### src/tkirt_pkg.sv
package tkirt_pkg;

   localparam logic [1:0] OP_INSERT = 2'd0;
   localparam logic [1:0] OP_POINT  = 2'd1;
   localparam logic [1:0] OP_RANGE  = 2'd2;
   localparam logic [1:0] OP_TYPE   = 2'd3;

   localparam logic [7:0] CSR_MIN_SIZE    = 8'd0;
   localparam logic [7:0] CSR_MAX_REGIONS = 8'd1;

   localparam logic [4:0] RESULT_CAP      = 5'd16;
   localparam logic [4:0] MAX_REGIONS_RST = 5'd16;

   typedef struct packed {
      logic [1:0]         opcode;
      logic [63:0]        first_instr;
      logic [63:0]        stop_instr;
      logic [63:0]        first_cycle;
      logic [63:0]        stop_cycle;
      logic signed [31:0] importance;
      logic [1:0]         kind;
   } req_type;

   typedef struct packed {
      logic               hit;
      logic [4:0]         region_id;
      logic [63:0]        out_start_instr;
      logic [63:0]        out_end_instr;
      logic [63:0]        out_start_cycle;
      logic [63:0]        out_end_cycle;
      logic signed [31:0] out_importance;
      logic [1:0]         out_type;
      logic [4:0]         entry_count;
      logic               last;
   } rsp_type;

   typedef struct packed {
      logic [4:0]         id;
      logic [1:0]         rtype;
      logic signed [31:0] imp;
      logic [63:0]        s_i;
      logic [63:0]        e_i;
      logic [63:0]        s_c;
      logic [63:0]        e_c;
   } entry_type;

   typedef enum logic [2:0] {
      S_IDLE, S_READ, S_EVAL, S_PUT_OLD, S_OUT, S_LAST
   } state_type;

   typedef struct packed {
      logic start;
      logic rd_issue;
      logic idx_inc;
      logic wr_new;
      logic wr_old;
      logic pend_load;
      logic rsp_pend;
      logic rsp_small;
      logic fin;
   } cmd_type;

   typedef struct packed {
      logic is_insert;
      logic is_point;
      logic too_small;
      logic scan_more;
      logic evicted;
      logic place_before;
      logic match;
      logic pend_vld;
   } sts_type;

   function automatic rsp_type make_rsp(logic h, entry_type en, logic [4:0] cnt, logic lst);
      rsp_type r;
      r.hit             = h;
      r.region_id       = en.id;
      r.out_start_instr = en.s_i;
      r.out_end_instr   = en.e_i;
      r.out_start_cycle = en.s_c;
      r.out_end_cycle   = en.e_c;
      r.out_importance  = en.imp;
      r.out_type        = en.rtype;
      r.entry_count     = cnt;
      r.last            = lst;
      return r;
   endfunction

endpackage

### src/tkirt_ctrl.sv
module tkirt_ctrl (
   input  logic              clock,
   input  logic              reset,
   input  logic              req_valid,
   output logic              req_ready,
   output logic              rsp_valid,
   input  logic              rsp_ready,
   input  tkirt_pkg::sts_type sts,
   output tkirt_pkg::cmd_type cmd
);
   import tkirt_pkg::*;

   state_type state_ff, state_in;

   always_ff @(posedge clock) begin
      if (reset) begin
         state_ff <= S_IDLE;
      end else begin
         state_ff <= state_in;
      end
   end

   always_comb begin
      state_in = state_ff;
      unique case (state_ff)
         S_IDLE: begin
            if (req_valid) state_in = S_READ;
         end
         S_READ: begin
            if (sts.is_insert && sts.too_small) state_in = S_LAST;
            else if (sts.scan_more)             state_in = S_EVAL;
            else                                state_in = S_LAST;
         end
         S_EVAL: begin
            if (sts.is_insert) begin
               if (!sts.evicted && sts.place_before) state_in = S_PUT_OLD;
               else                                  state_in = S_READ;
            end else if (sts.match && sts.pend_vld) begin
               state_in = S_OUT;
            end else begin
               state_in = S_READ;
            end
         end
         S_PUT_OLD: state_in = S_READ;
         S_OUT: begin
            if (rsp_ready) state_in = S_READ;
         end
         S_LAST: begin
            if (rsp_ready) state_in = S_IDLE;
         end
         default: state_in = S_IDLE;
      endcase
   end

   always_comb begin
      cmd       = '0;
      req_ready = 1'b0;
      rsp_valid = 1'b0;
      unique case (state_ff)
         S_IDLE: begin
            req_ready = 1'b1;
            cmd.start = req_valid;
         end
         S_READ: begin
            if (sts.is_insert && sts.too_small) cmd.rsp_small = 1'b1;
            else if (sts.scan_more)             cmd.rd_issue  = 1'b1;
            else                                cmd.fin       = 1'b1;
         end
         S_EVAL: begin
            if (sts.is_insert) begin
               if (sts.evicted) begin
                  cmd.idx_inc = 1'b1;
               end else if (sts.place_before) begin
                  cmd.wr_new = 1'b1;
               end else begin
                  cmd.wr_old  = 1'b1;
                  cmd.idx_inc = 1'b1;
               end
            end else begin
               cmd.idx_inc   = 1'b1;
               cmd.pend_load = sts.match;
               cmd.rsp_pend  = sts.match && sts.pend_vld;
            end
         end
         S_PUT_OLD: begin
            cmd.wr_old  = 1'b1;
            cmd.idx_inc = 1'b1;
         end
         S_OUT:  rsp_valid = 1'b1;
         S_LAST: rsp_valid = 1'b1;
         default: ;
      endcase
   end

endmodule

### config.mk
export PLATFORM = sky130hd
export DESIGN_NAME = tkirt_ctrl
export DESIGN_NICKNAME = d
export VERILOG_FILES = /design/src/tkirt_pkg.sv /design/src/tkirt_ctrl.sv
export SDC_FILE = /design/constraint.sdc
export NUM_CORES = 1
export LEC_CHECK = 0
export BUFFER_PORTS_ARGS = -buffer_cell sky130_fd_sc_hd__buf_2
export CAP_MARGIN = 20
export CELL_PAD_IN_SITES_DETAIL_PLACEMENT = 1
export CELL_PAD_IN_SITES_GLOBAL_PLACEMENT = 1
export CORE_MARGIN = 3
export CORE_UTILIZATION = 22
export DETAILED_ROUTE_END_ITERATION = 10
export PLACE_DENSITY = 0.7
export SYNTH_ARGS = -nofsm -noshare
export SYNTH_HDL_FRONTEND = slang
export SYNTH_SLANG_ARGS = --single-unit
### constraint.sdc
create_clock -name clock -period 1.4 [get_ports clock]
set_clock_uncertainty 0.2 [all_clocks]
set_input_delay 0.28 -clock clock [delete_from_list [all_inputs] [get_ports clock]]
set_output_delay 0.28 -clock clock [all_outputs]
set_load 0.005 [all_outputs]
==> impl_results.md, run 1 <==
* Status: finished, violations left
* Failing checks: setup timing
* Initial core utilization at 0.240
* Die Y at 43.9 um
* DR pass1 iterations at 2
* 1st-iter DRT viols at 1
* Switching pwr at between 150 and 200 uW
* Non-filler cells in the finished layout at roughly 100
* Slew at the pin with the worst max-slew slack at 241 ps
* Main combinational cell family by area after synthesis: simple AND/OR/NAND/NOR gates
* Final Setup Violations at 14
* Cell area after synthesis at approximately 320 um^2
* Synthesized Nets at 53
* Total Power at 524 uW
* DR WL/cell at 13.7 um
* Sequential power share at 0.198
* Min Tclk post-route at 1740 ps
* CTS max path bufs at 2
* Most flops, register: state_ff
* Mean Syn Cell Area at 7.72 um^2
* Max_slew headroom at 0.838
* Yosys reg bits at 3
* Largest net degree at the start of global routing at 8
* Vias per cell at 4.69
* Detail Route Antenna Nets at 0
* Cts hold-fix bufs at 0
* Max-Cap Viols at 0
* Post-Syn Instances at 41
* Final setup margin at -343 ps
* Ports at 23
* Clock Sink Count at 3
* Hpwl dp at 977 um
* Compound-cell area share of the yosys netlist at 0.257
* Startpoint Class: flip-flop
* Pwr dens at 727 mW/mm^2
* Die Wd at approximately 44 um
* Worst endpoint required time at between 900 and 1000 ps
* Clock latency on the worst-skew pair at ~230 ps
* Crit path capture type: output pin
* Antenna violations before repair at 0
* Simple-Gate Fraction of Synth Area at 0.490
* Distinct cells, synth at 25
* Routability Congestion at between 0.7 and 0.8
* DP Cell Count at 86
* Final Net Count at 96
* Internal at 359 uW
* Drt total wl at roughly 1.3 mm
* Lkg Pwr at 0.000363 uW
* First-pass GRT wire length at 1.93 mm
* Clock-pin slew on the worst setup and hold paths at approximately 40 ps
* Yosys warns at 0
* Async SR Flop Fraction at 0
* FP Rows at 13
* Antenna diode count at 0
* Vias in the first global route at 490
* Multiplexer share of the synthesized area at 0
* Setup CP Type: flip-flop to output pin
* CP arrival at 1260 ps
* XOR/XNOR Fraction of Synth Area at 0
* Comb pwr share at 0.514
* Area Overhead vs Synth at 128%
* Unrepaired setup endpoints after global routing: yes
* Clk pwr share at 0.288
* Final core utilization at 0.547
* Clk Tree Root Cell: clkbuf_4
* Largest regs: state_ff (3)
* Hold Vio Cnt, Final at 0
* Fmax at 574 MHz
* Period utilisation layout at 1.24
* Maximum fanout along the worst path at 6
* # fillers at 155
* Core area at 0.00132 mm^2
* Yosys top cell area share at 0.190
* DR vias at 460
* Worst min path class: input pin to flip-flop
* CTS H-tree depth at 1
* Die ar. at around 0.0019 mm^2
* Post-synth top area cell: dfxtp_1
* Max FFs per register at 3
* Sw Ratio at 0.314
* Sequential area share after synthesis at 0.190
* Number of synthesized flops with an enable pin at 0
* Fraction of layout cells with a size suffix above 1 at 0.723
* CTS buffer count at 3
* Synth Area in Adders at 0
* Gr ovfl total at 0
* Remaining DRCs at 0
* Predominant post-synthesis flop cell: dfxtp_1
* Port bufs at 21
* Maximum VDD drop at 401 uV
* Setup WS pre-CTS at -117 ps
* CTS tree: yes
* Main area contributors after synthesis: dfxtp_1 19%, nor2_1 7.1%, nor2b_1 5.9%
* Worst hold slack at between 40 and 50 ps
* GRT Util Overall at 0.133
* Final slew viol count at 0
-- worst max-delay path: stages (launching register included) --
cell and delay, ps:
dfxtp_2 320, buf_6 130, and4bb_2 330, nor2b_4 140, buf_2 100
-- what timing repair did --
action | 4_1_cts | 5_1_grt
resized for setup | 12 | 14
pin swaps | 5 | 6
hold endpoints to repair | 0 | 0
setup buffers | 3 | 6
endpoints found under the setup margin | 13 | 14
-- cells in the mapped netlist, types with 2 or more instances --
| master | n |
|---|---|
| a21oi_1 | 2 |
| nor2_1 | 6 |
| nor2b_1 | 3 |
| dfxtp_1 | 3 |
| a21o_1 | 2 |
| nand2_1 | 3 |
| nor3_1 | 3 |
| nor3b_1 | 2 |
-- routing by layer --
layer / vias to the layer above / track usage / routed length (um)
met2: 8 / 0.256 / 802
met5: - / 0 / 0
met4: 0 / 0.0723 / 0
li1: 232 / - / -
met3: 0 / 0.0124 / 36
met1: 220 / 0.138 / 508
-- cell type report --
class | instances | area [um^2] | share of cell area
Multi-Input combinational cell | 35 | 327 | 0.453
Inverter | 1 | 3.75 | 0.00521
Sequential cell | 3 | 63.8 | 0.0885
Clock buffer | 4 | 26.3 | 0.0365
Timing Repair Buffer | 40 | 282 | 0.391
Tap cell | 15 | 18.8 | 0.0260
-- path summary, 6_finish.rpt --
check	startpoint	to	slack (ps)	depth (start not counted)
setup / recovery	state_ff[0]	cmd[5]	-340	4
hold / removal	reset	state_ff[1]	50	2
setup reg to reg	state_ff[2]	state_ff[0]	-150	6
hold reg to reg	state_ff[2]	state_ff[1]	520	4
-- cell families after synthesis --
logic type | after synthesis
buffers and inverters | 3
AO/OA/AOI/OAI | 10
flip-flops | 3
AND/OR/NAND/NOR | 25
-- stage by stage --
| step | setup TNS [ps] | cell area, um^2 |
|---|---|---|
| 3_5_place_dp | -493 | 512 |
| 3_3_place_gp | -272 | 512 |
| 4_1_cts | -2680 | 612 |
| 2_1_floorplan | -56.0 | 322 |
| 5_1_grt | -3770 | 721 |
| 6_report | -3010 | 721 |
-- cell usage in the layout (no fill, tap or decap) --
cell type | netlist | routed
nor2_1 | 6 | 5
and2_1 | 1 | 1
buf_6 | 1 | 9
a22oi_2 | 0 | 1
nor3b_2 | 0 | 1
nor3b_1 | 2 | 1
clkbuf_1 | 0 | 1
nor2b_4 | 0 | 2
a21boi_1 | 1 | 1
nor2b_1 | 3 | 1
nor2_2 | 0 | 1
or3_4 | 0 | 1
o2bb2ai_4 | 0 | 1
nand2_1 | 3 | 3
or3b_4 | 1 | 1
and4bb_2 | 1 | 1
a21oi_1 | 2 | 2
nor4_4 | 0 | 1
inv_1 | 1 | 1
dfxtp_2 | 0 | 3
a31oi_1 | 1 | 1
nand2b_1 | 1 | 1
nor3_1 | 3 | 1
nor3_4 | 0 | 1
clkbuf_4 | 0 | 3
o311a_1 | 1 | 1
a21o_1 | 2 | 2
nand2b_4 | 0 | 1
nor4b_4 | 0 | 1
o21ba_1 | 1 | 1
buf_2 | 1 | 21
buf_4 | 0 | 10
nor3_2 | 0 | 1
-- power by group through the flow --
stage	registers, uW	logic (uW)	clock network (uW)
floorplan	101	93.1	0
global placement	102	170	0
detailed placement	103	178	0
CTS	103	218	160
global route	105	291	164
finish	104	269	151
No activity file was read; power rests on OpenSTA's default activity.
==> run 2: changes to the inputs <==
Settings changed: PLACE_DENSITY 0.7 to unset, PLACE_DENSITY_LB_ADDON set to 0.1.
==> impl_results.md, run 2 (synthesis results as in run 1) <==
* Status: finished, violations left
* Failing checks: setup timing
* 1st-iter DRT viols at 2
* Clock latency on the worst-skew pair at 230 ps
* Final slew viol count at 0
* Setup WS pre-CTS at -131 ps
* Final Setup Violations at 13
* CTS buffer count at 3
* Period utilisation layout at 1.24
* Register area at 63.8 um^2
* Area after DPL at just under 500 um^2
* DR WL/cell at 13.0 um
* Final Net Count at 92
* Startpoint Class: flip-flop
* Hold Vio Cnt, Final at 0
* Antenna diode count at 0
* Drt total wl at 1.22 mm
* Fin area at approximately 640 um^2
* Commonest non-fill, non-tap cell in the layout: buf_2
* Remaining DRCs at 0
* Hold_sp: reset
* Die Wd at 43.9 um
* Cts hold-fix bufs at 0
* FP Rows at 13
* Port bufs at 21
* Most flops, register: state_ff
* Setup CP Type: flip-flop to output pin
* Clock Sink Count at 3
* Largest net degree at the start of global routing at 10
* Maximum fanout along the worst path at 5
* Routability Congestion at between 0.6 and 0.7
* Slew at the pin with the worst max-slew slack at 243 ps
* Crit path capture type: output pin
* Worst endpoint required time at 920 ps
* Max_slew headroom at 0.837
* Final setup margin at -331 ps
* Worst min path class: input pin to flip-flop
* CTS tree: yes
* Maximum VDD drop at ~390 uV
* Reg2reg start: state_ff[1]
* Clock-pin slew on the worst setup and hold paths at 40 ps
* Die ar. at approximately 0.0019 mm^2
* Initial core utilization at 0.240
* Min Tclk post-route at roughly 1700 ps
* Die Y at ~44 um
* Vias per cell at 4.64
* Fraction of layout cells with a size suffix above 1 at 0.696
* Most frequent cells in the layout: 21 x buf_2, 11 x buf_4, 5 x nor2_1
* Max FFs per register at 3
* CP arrival at 1250 ps
* First-pass GRT wire length at 1.90 mm
* Unrepaired setup endpoints after global routing: yes
* Fmax at 578 MHz
* Ports at 23
* Crit path launch: state_ff[2]
* Area Overhead vs Synth at 103%
* Core area at 0.00132 mm^2
* Hpwl dp at 822 um
* Final core utilization at 0.488
* DR pass1 iterations at 2
* CTS max path bufs at 2
* CTS H-tree depth at 1
* # fillers at 172
* Detail Route Antenna Nets at 0
* Clk Tree Root Cell: clkbuf_4
* Pwr dens at between 700 and 800 mW/mm^2
* Area of the multi-input gates at 298 um^2
* Antenna violations before repair at 0
* Gr ovfl total at 0
* Vias in the first global route at 450
* Max-Cap Viols at 0
* Lkg Pwr at 0.000330 uW
* DR vias at 436
* Largest regs: state_ff (3)
* GRT Util Overall at 0.132
==> run 2: what timing repair did <==
action                                 4_1_cts  5_1_grt
endpoints found under the hold margin        0        0
pin swaps                                    6        6
buffers inserted                             4        5
setup endpoints to repair                   13       14
resized for setup                           11        7
==> run 2: worst max-delay path: stages, from the launching register on <==
cell     delay [ps]
dfxtp_2         340
or3b_4          400
nor3b_2         160
buf_2           130
==> run 2: cell type report <==
| cell class | instances | area share |
|---|---|---|
| Sequential cell | 3 | 0.0992 |
| Timing Repair Buffer | 36 | 0.362 |
| Multi-Input combinational cell | 35 | 0.463 |
| Inverter | 1 | 0.00584 |
| Tap cell | 15 | 0.0292 |
| Clock buffer | 4 | 0.0409 |
==> run 2: report_power, final <==
| part | switching, uW | internal (uW) |
|---|---|---|
| clock network | 43.6 | 107 |
| registers | 7.61 | 96.0 |
| logic | 97.8 | 134 |
==> run 2: worst paths after layout <==
check,to,slack (ps),depth (start not counted)
max,cmd[0],-330,3
max reg2reg,state_ff[0],-60,5
min reg2reg,state_ff[1],270,1
min,state_ff[1],40,2
==> run 2: per-layer routing <==
metal / routed length [um] / vias up / track usage
met5: 0 / - / 0
met4: 0 / 0 / 0.0542
met3: 94 / 0 / 0.0290
met2: 617 / 15 / 0.215
met1: 509 / 196 / 0.165
li1: - / 225 / -
==> run 2: metrics by stage <==
step / hold slack (ps) / setup TNS [ps] / std cells / total power [uW]
2_1_floorplan: 157 / -56.0 / 41 / 194
3_3_place_gp: 278 / -473 / 84 / 268
3_5_place_dp: 285 / -529 / 84 / 269
4_1_cts: 28.0 / -2820 / 92 / 462
5_1_grt: 43.4 / -3650 / 94 / 531
6_report: 43.7 / -2790 / 94 / 486
==> run 3: changes to the inputs <==
Settings changed: BUFFER_PORTS_ARGS -buffer_cell sky130_fd_sc_hd__buf_2 to unset, CORE_AREA set to 3 3 40 42, CORE_MARGIN 3 to unset, CORE_UTILIZATION 22 to unset, DIE_AREA set to 0 0 43 45, DONT_BUFFER_PORTS set to 1.
==> impl_results.md, run 3 (synthesis results as in run 1) <==
* First-pass GRT wire length at 1.78 mm
* Comb pwr share at 0.497
* Routability Congestion at approximately 0.78
* CP peak stage delay at 330 ps
* Max-Cap Viols at 0
* Status: finished, violations left
* Reg2reg start: state_ff[1]
* Antenna violations before repair at 0
* Final slew viol count at 0
* Startpoint Class: flip-flop
* Gr ovfl total at 0
* DR WL/cell at roughly 17 um
* Clock latency on the worst-skew pair at 230 ps
* Clk pwr share at 0.296
* Crit path capture type: output pin
* Initial core utilization at 0.246
* Setup WS pre-CTS at -93.8 ps
* Detail Route Antenna Nets at 0
* Maximum fanout along the worst path at 5
* Maximum VDD drop at 361 uV
* Clock-pin slew on the worst setup and hold paths at 40 ps
* GRT Util Overall at 0.124
* Non-filler cells in the finished layout at 78
* Sw Ratio at 0.311
* CP arrival at 1190 ps
* Buffers & Inverters on Critical Path at 2
* Core area at 0.00128 mm^2
* Clock Sink Count at 3
* # fillers at between 150 and 200
* CTS tree: yes
* Switching pwr at 154 uW
* Most frequent cells in the layout: 11 x buf_4, 7 x buf_6
* CTS H-tree depth at 1
* 1st-iter DRT viols at 1
* Slowest cell on the critical path: dfxtp_2
* Hold Path Stages at 3
* DR pass1 iterations at 3
* Lkg Pwr at between 0.0002 and 0.0003 uW
* Failing checks: setup timing
* Min Tclk post-route at 1670 ps
* Reg2reg setup slack at -90 ps
* Final core utilization at 0.497
* Worst endpoint required time at 920 ps
* Worst-path cell chain: nand2b_2 > buf_6 > nor4_4 > buf_4
* Drt total wl at 1.35 mm
* Worst min path class: input pin to flip-flop
* FP Rows at 13
* Unrepaired setup endpoints after global routing: yes
* Clk Tree Root Cell: clkbuf_4
* Die Y at 45 um
* Fmax at 600 MHz
* Slew at the pin with the worst max-slew slack at about 350 ps
* Period utilisation layout at 1.19
* Commonest non-fill, non-tap cell in the layout: buf_4
* CTS buffer count at 3
* Remaining DRCs at 0
* Hold endpoint: state_ff[0]
* Largest regs: state_ff (3)
* Die Wd at between 40 and 50 um
* Port bufs at 0
* Final Net Count at 76
* Max FFs per register at 3
* CTS max path bufs at 2
* Most flops, register: state_ff
* Antenna diode count at 0
* Die ar. at 0.00194 mm^2
* Largest net degree at the start of global routing at 8
* Vias in the first global route at 411
* Ports at 23
* Vias per cell at 5.14
* Max_slew headroom at 0.769
* Worst path top cell family by delay: flip-flops
* Final setup margin at -268 ps
* Hold Vio Cnt, Final at 0
* Worst reg2reg path depth at 4
* Internal at 341 uW
* DP Cell Count at 67
* FF-to-FF End: state_ff[0]
* Sequential power share at 0.206
* Setup TNS at -2120 ps
* Final Setup Violations at 14
* Hold_sp: rsp_ready
* Pwr dens at 777 mW/mm^2
* Setup CP Type: flip-flop to output pin
* Hpwl dp at 892 um
* Area Overhead vs Synth at 102%
* Fraction of layout cells with a size suffix above 1 at 0.651
* DR vias at 401
run 3: changes by cell type in the layout (fill, tap and decap cells not counted), sizes merged:
| cell | before | now |
|---|---|---|
| dlygate4sd3 | 0 | 2 |
| buf | 36 | 18 |
run 3: area by class of cell:
type | instances | area [um^2] | share of cell area
clock buffers | 4 | 26.3 | 0.0412
inverters | 1 | 3.75 | 0.00588
multi-input cells | 35 | 342 | 0.535
flip-flops and latches | 3 | 66.3 | 0.104
well taps | 15 | 18.8 | 0.0294
repair buffers | 20 | 181 | 0.284
run 3: worst max path at each step:
stage	start	endpoint	slack, ps	cells past startpoint
after CTS	state_ff[1]	cmd[0]	-260	2
after global routing	state_ff[2]	cmd[2]	-330	4
after global placement	state_ff[1]	state_ff[0]	-60	4
after detailed placement	state_ff[1]	state_ff[0]	-90	4
after floorplan	state_ff[1]	cmd[0]	-60	3
final	state_ff[2]	cmd[2]	-270	4
run 3: power groups by stage:
stage          logic [uW]  registers, uW  clock network [uW]
6_report              246            102                 147
5_1_grt               263            103                 166
4_1_cts               200            103                 153
3_5_place_dp          152            102                   0
3_3_place_gp          145            102                   0
2_1_floorplan        93.1            101                   0
run 3: worst min-delay path, delay by kind of cell:
family,cells,cell delay (ps)
compound gates,3,240
run 3: what timing repair did:
| item | in CTS | in global routing |
|---|---|---|
| hold buffers | 1 | 1 |
| setup endpoints to repair | 13 | 14 |
| pin swaps | 5 | 6 |
| setup buffers | 3 | 3 |
| resized for setup | 16 | 15 |
| hold endpoints to repair | 1 | 2 |
run 3: routing by layer:
metal,track usage,wire [um]
met5,0,0
met4,0.0361,0
met3,0.0677,149
met2,0.240,749
met1,0.110,446
run 3: stage by stage:
step,power [uW],hold slack (ps),cell area (um^2)
finish,496,143,638
CTS,456,5.46,539
global placement,247,162,422
detailed placement,254,168,422
floorplan,194,157,322
global route,532,147,638
